==> src/design/tft_pkg.sv <==
// ---------------------------------------------------------------------------
// tft_pkg
// Types and constants shared by the triangle tessellator.
// ---------------------------------------------------------------------------
package tft_pkg;
    typedef logic signed [15:0] t_coord;
    typedef struct packed {
        t_coord x;
        t_coord y;
        t_coord z;
    } t_vert;
    typedef struct packed {
        t_vert a;
        t_vert b;
        t_vert c;
    } t_face;
    typedef struct packed {
        t_vert p0;
        t_vert p1;
        t_vert p2;
        logic  last_of_face;
    } t_tri;
    localparam int VERT_W = $bits(t_vert);
    localparam logic [1:0] REG_DETAIL_LEVEL = 2'd0;
endpackage

==> src/design/tft_lerp.sv <==
// ---------------------------------------------------------------------------
// tft_lerp
// Multi-cycle lerp p + round((q-p)*num/den), den a positive value up to 8,
// with saturation. Division by a restoring divider, one bit per cycle.
// ---------------------------------------------------------------------------
module tft_lerp (
    input  logic               i_clk,
    input  logic               i_rst_n,
    input  logic               i_start,
    input  tft_pkg::t_coord    i_p,
    input  tft_pkg::t_coord    i_q,
    input  logic [3:0]         i_num,
    input  logic [3:0]         i_den,
    output logic               o_done,
    output tft_pkg::t_coord    o_res
);
    import tft_pkg::*;

    localparam int QW = 22;

    logic              r_busy;
    logic [4:0]        r_cnt;
    logic [QW-1:0]     r_rem;
    logic [QW-1:0]     r_quo;
    logic [4:0]        r_dv;
    logic              r_neg;
    t_coord            r_p;

    logic signed [16:0] diff;
    logic signed [21:0] prod;
    logic [QW-1:0]      mag;
    logic [QW-1:0]      trial;
    logic signed [QW+1:0] sum;

    assign diff  = 17'(i_q) - 17'(i_p);
    assign prod  = 22'(diff) * $signed({18'd0, i_num});
    assign mag   = prod[21] ? QW'(-prod) : QW'(prod);
    assign trial = {r_rem[QW-2:0], r_quo[QW-1]};
    assign sum   = (QW+2)'(r_p) + (r_neg ? -$signed({2'b0, r_quo}) : $signed({2'b0, r_quo}));

    always_ff @(posedge i_clk) begin
        if (!i_rst_n) begin
            r_busy <= 1'b0;
            o_done <= 1'b0;
        end else begin
            o_done <= 1'b0;
            if (i_start) begin
                r_busy <= 1'b1;
                r_cnt  <= 5'(QW);
                // (2*mag + den) / (2*den)
                r_quo  <= QW'({mag, 1'b0} + QW'(i_den));
                r_rem  <= '0;
                r_dv   <= {i_den, 1'b0};
                r_neg  <= prod[21];
                r_p    <= i_p;
            end else if (r_busy) begin
                if (r_cnt == 5'd0) begin
                    r_busy <= 1'b0;
                    o_done <= 1'b1;
                    if (sum > 24'sd32767) begin
                        o_res <= 16'sh7fff;
                    end else if (sum < -24'sd32768) begin
                        o_res <= 16'sh8000;
                    end else begin
                        o_res <= sum[15:0];
                    end
                end else begin
                    r_cnt <= r_cnt - 5'd1;
                    if (trial >= QW'(r_dv)) begin
                        r_rem <= trial - QW'(r_dv);
                        r_quo <= {r_quo[QW-2:0], 1'b1};
                    end else begin
                        r_rem <= trial;
                        r_quo <= {r_quo[QW-2:0], 1'b0};
                    end
                end
            end
        end
    end
endmodule

==> config.mk <==
export PLATFORM = sky130hd
export DESIGN_NAME = tft_lerp
export DESIGN_NICKNAME = d
export VERILOG_FILES = /design/src/design/tft_pkg.sv /design/src/design/tft_lerp.sv
export SDC_FILE = /design/constraint.sdc
export NUM_CORES = 1
export LEC_CHECK = 0
export ABC_AREA = 1
export BUFFER_PORTS_ARGS = -buffer_cell sky130_fd_sc_hd__buf_2
export CORE_ASPECT_RATIO = 1.25
export CORE_MARGIN = 2
export CORE_UTILIZATION = 55
export DETAILED_ROUTE_END_ITERATION = 10
export PLACE_DENSITY = 0.73
export SLEW_MARGIN = 20
export SYNTH_ARGS = -nofsm -noshare
export SYNTH_HDL_FRONTEND = slang
export SYNTH_SLANG_ARGS = --single-unit
==> constraint.sdc <==
create_clock -name i_clk -period 17.1 [get_ports i_clk]
set_clock_uncertainty 0.1 [all_clocks]
set_input_delay 1.71 -clock i_clk [delete_from_list [all_inputs] [get_ports i_clk]]
set_output_delay 1.71 -clock i_clk [all_outputs]
set_load 0.02 [all_outputs]
Yosys cells after proc, flatten, opt, wreduce, memory -nomap -nowiden --
Index checks and enable logic that the tools add are counted.
Storage, ports and cells: output and inout bits 17, word-level logic and storage cells 46, bits of input ports 43, register bits 87
Operators by class: multipliers 1, eq/ne operators 1, mux-type cells 16, $lt $le $gt $ge 3, bitwise operators 3, add/subtract/negate cells 7, reduce and logical (&&, ||, !) cells 6
Operator list (number):
- 21-bit two-way mux | 4
- 22-bit two-way mux | 3
- 16-bit by 24-bit adder with 24-bit output | 1
- 24-bit by 16-bit greater-than comparator with 1-bit output, second input constant | 1
- 24-bit by 16-bit less-than comparator with 1-bit output, second input constant | 1
- 24-bit two-way mux | 1
- 22-bit negator with 24-bit output | 1
- 22-bit by 4-bit adder with 22-bit output | 1
- 22-bit by 5-bit greater-or-equal comparator with 1-bit output | 1
- 17-bit by 5-bit multiplier with 22-bit output | 1
- 21-bit negator | 1
- 21-bit by 5-bit subtractor with 21-bit output | 1
- 16-bit by 16-bit subtractor with 17-bit output | 1
- 16-bit two-way mux | 1
- 5-bit two-way mux | 2
- 5-bit zero test | 1
- 1-bit two-way mux | 5
- 5-bit by 1-bit subtractor with 5-bit output, second input constant | 1
- 4-bit AND reduction | 1
- 1-bit NOT | 3
- 3-bit AND reduction | 1
- 3-bit OR reduction | 1
- 2-bit != test, second input constant | 1
- 2-bit AND reduction | 1
- 2-bit nonzero test | 1

Depth between registers and ports, before layout --
depth after elaboration 6, gate-level depth with buffers 52, depth with buffers taken out 52

Worst setup path before layout --
No wires, ideal clock.
path type in2reg, start in i_p[2], end reg r_quo[20] (data pin), setup time 0.252 ns, stages 46, required time 16.748 ns, arrival time 7.748 ns, setup slack 9.000 ns, path buffers 0, cells stage by stage inv_1 ha_1 a21oi_1 nand2_1 a21oi_1 o21bai_1 nand2_1 nand2_1 a21oi_1 inv_1 a21oi_1 o21bai_1 xnor2_1 nor2_1 ha_1 fa_1 inv_1 fa_1 [10 not listed] o21ai_0 nand3_4 nand2_4 inv_1 nor2_1 xnor2_1 inv_1 ha_1 nand3_1 and2_1 nor2_1 nand2_1 nor3_1 nand2_1 nand2_1 nand2_1 nand2_1 nand2_1
Between the ends: cells in the longest elaborated chain, start to end 6
Ends and longest elaborated chain:
- start, declared | line tft_lerp.sv:10 | input tft_pkg::t_coord i_p,
- 16-bit by 16-bit subtractor with 17-bit output (*) | line tft_lerp.sv:35 | assign diff = 17'(i_q) - 17'(i_p);
- 17-bit by 5-bit multiplier with 22-bit output (*) | line tft_lerp.sv:36 | assign prod = 22'(diff) * $signed({18'd0, i_num});
- 21-bit negator | line tft_lerp.sv:37 | assign mag = prod[21] ? QW'(-prod) : QW'(prod);
- 21-bit two-way mux (*) | line tft_lerp.sv:37
- 22-bit by 4-bit adder with 22-bit output (*) | line tft_lerp.sv:51 | r_quo <= QW'({mag, 1'b0} + QW'(i_den));
- 22-bit two-way mux (*) | line tft_lerp.sv:47 | if (i_start) begin
- end signal, assigned | line tft_lerp.sv:51
- end signal, assigned | line tft_lerp.sv:71 | r_quo <= {r_quo[QW-2:0], 1'b1};
- end signal, assigned | line tft_lerp.sv:74 | r_quo <= {r_quo[QW-2:0], 1'b0};
- end, declared | line tft_lerp.sv:24 | logic [QW-1:0] r_quo;
Every way passes the cells marked *; elsewhere a longest branch is shown, timed or not. A chain may end at the register's enable or synchronous reset.

Worst setup path after layout --
Same ends and word-level chain as after synthesis.

==> results by group <==
Outcome
  – Run status: completed

Timing
  – Setup TNS: 0 ns
  – Fmax: 0.113 GHz
  – Setup-failing EPs final: 0
  – Slew at the pin with the worst max-slew slack: 0.935 ns
  – Final Hold Viols: 0
  – Post-route clock period utilization: 0.517
  – Min cycle time layout: 8.83 ns
  – Slew Limit Fails: 0
  – Worst rel slew slack: 0.376
  – RSZ-0062 raised after global routing: no

Hold path
  – Hold path cells: 1
  – Hold Path Class: reg -> reg

Critical path
  – Setup CP Type: in -> reg
  – R2R cell count: 21
  – Critical path required time: 17.10 ns
  – Critical Path Sink Type: register
  – CP dominant cell by count: nand2_1
  – Critical path launch point type: input port
  – CP arrival: 8.83 ns
  – Worst path max stage delay: 0.54 ns
  – Crit-path max FO: 25
  – Slowest CP cell: fa_1

Finish
  – N_diodes: 0
  – Nets: 1750
  – Area grow syn2layout: 7.82%
  – Fin area: 11400 um^2
  – Post-Layout Cell Count: 1814
  – Ratio of cells with drive above 1 in the final layout: 0.0866

Placed design
  – Placed Instances: 1798
  – Gpl congestion: 0.949
  – Dpl hpwl: 21.1 mm
  – Placement Cell Area: 11100 um^2
  – PortBufs: 59

Clock tree
  – CTS clk-pin slew, worst paths: 0.07 ns
  – Max Root-Sink Buffers: 2
  – CTS buffer count: 9
  – CTS Hold Bufs: 0
  – Root buffer cell: clkbuf_16
  – Clk sink count: 87
  – H-Tree Depth: 3
  – # resized after CTS: 0
  – CTS tree: built
  – Setup Fix Bufs, Post-CTS: 0
  – Clk Latency, worst-skew pair: 0.34 ns

Drt
  – Post-DRT Antenna Nets: 0
  – Pre-Repair DR Iteration Count: 5
  – Routed len/inst: 14.0 um
  – DR vias: 9672
  – Initial DRC Count: 547
  – Post-route DRC violation count: 0
  – Routed wire length: 25.4 mm
  – Vias per cell: 5.33

Synth
  – Synth async-reset ratio: 0
  – XOR/XNOR share of the synthesized area: 0.0654
  – Cell accounting for the most synthesized area: edfxtp_1
  – Most frequent cell after synthesis: nand2_1
  – Compound-Gate Fraction of Synth Area: 0.0809
  – Synth top area cells: edfxtp_1, nand2_1, ha_1, inv_1, fa_1
  – Area fraction of the dominant cell type after synthesis: 0.241
  – Ys flop type: edfxtp_1
  – Syn Nets: 1697
  – Post-Synth Simple-Gate Area: 0.316
  – Synth cell types: 47
  – Avg Inst Size Synth: 6.94 um^2
  – Post-synth EDFFs: 85
  – Post-Syn Area: 10600 um^2
  – Commonest cells post-synth: nand2_1, inv_1, nor2_1
  – YS warnings: 0
  – Largest family of logic cells by synthesized area: simple AND/OR/NAND/NOR gates
  – Seq cells post-synth: 87
  – Cells after Synth: 1524
  – Mux contribution to synthesized area: 0
  – Register area share after synthesis: 0.245
  – Adder-Cell Fraction of Synth Area: 0.181

Global route
  – Number of global-route vias before repair: 9425
  – Initial antenna violation count: 0
  – First-pass GRT wire length: 43.2 mm
  – GRT overflow: 0
  – Tot GR Track Use: 0.258
  – Largest net degree at the start of global routing: 46

Flow run
  – Max Cap Violations: 0

Die
  – Top Ports: 60
  – Rows: 56
  – Die width: 128 um
  – Die Area: 20400 um^2
  – Die Ht: 159 um
  – Core area: 18800 um^2
  – Initial Utilization: 0.561

Power and ir drop
  – Leakage power: 0.00582 uW
  – Pwr dens: 188 nW/um^2
  – Maximum vdd ir drop: 97.7 uV
[critical path: cells and delay by family]
family / cells / cell delay [ns]
AND/OR/NAND/NOR: 23 / 2.60
adder cells (fa/ha/maj): 6 / 2.39
AO/OA/AOI/OAI: 7 / 1.02
XOR/XNOR: 2 / 0.43
buffers and inverters: 9 / 0.64
[cell usage in the layout (no fill, tap or decap), drive strengths merged]
cell type / instances
nor4: 3
a31oi: 9
edfxtp: 85
o21a: 4
or2: 12
dfxtp: 2
xor2: 53
o21bai: 5
buf: 61
bufinv: 1
clkinv: 2
o2111ai: 2
nand3: 92
a21o: 1
fa: 39
ha: 91
nor3: 38
nor3b: 1
nand4: 24
nor2: 188
inv: 289
or4: 1
a211oi: 1
a21oi: 79
o31ai: 3
nand3b: 9
a21boi: 2
o21ai: 51
xnor2: 26
and3: 1
clkinvlp: 4
nand2: 389
and2: 4
clkbuf: 10
[sequential cells by signal, summed over array words and instances (netlist names)]
register	flops
r_quo	22
r_cnt	5
r_neg	1
o_done	1
r_dv	4
r_p	16
r_busy	1
o_res	16
r_rem	21
[routing by layer]
metal  part of all wire  global-route usage  vias to the layer above
met4              0.040               0.114                        0
met3              0.025              0.0202                       59
met1               0.41               0.296                     4462
met2               0.52               0.484                      192
met5                  0                   0                        -
li1                   -                   -                     4959
[path summary, 6_finish.rpt]
kind	from	end	slack (ns)
max	i_p[2]	r_quo[20]	8.27
min	r_cnt[0]	r_cnt[0]	0.50
max reg2reg	r_quo[0]	o_res[11]	12.33
min reg2reg	r_cnt[0]	r_cnt[0]	0.50
[where the power goes]
part / internal [uW] / switching, uW / total, uW
clock network: 114 / 84.3 / 198
logic: 532 / 1080 / 1610
registers: 298 / 36.5 / 334
[layout make-up]
type                       count  area [um^2]
clock buffer                  10          229
clock inverter                 6         68.8
fill                        1804         7440
inverter                     290         1090
multi-input combinational   1128         6830
sequential                    87         2590
tap                          232          290
timing repair buffer          61          310
[cells by family (layout without fill, tap and decap cells)]
kind of cell	after synthesis	after routing
buffers and inverters	309	367
xor gates and xnor gates	79	79
AOI/OAI and AO/OA	157	157
DFF	87	87
adders and majority gates	130	130
and+or+nand+nor	762	762
[per-stage QoR]
step / util / hold slack [ns] / worst slack [ns] / power, uW
after floorplan: - / 0.368 / 9.00 / 1590
after global placement: 0.589 / 0.471 / 8.25 / 1910
after detailed placement: 0.589 / 0.498 / 7.95 / 1930
after CTS: 0.605 / 0.509 / 8.31 / 2140
after global routing: 0.605 / 0.541 / 7.52 / 2380
final: 0.605 / 0.502 / 8.27 / 2140
(Power assumes the default switching activity.)
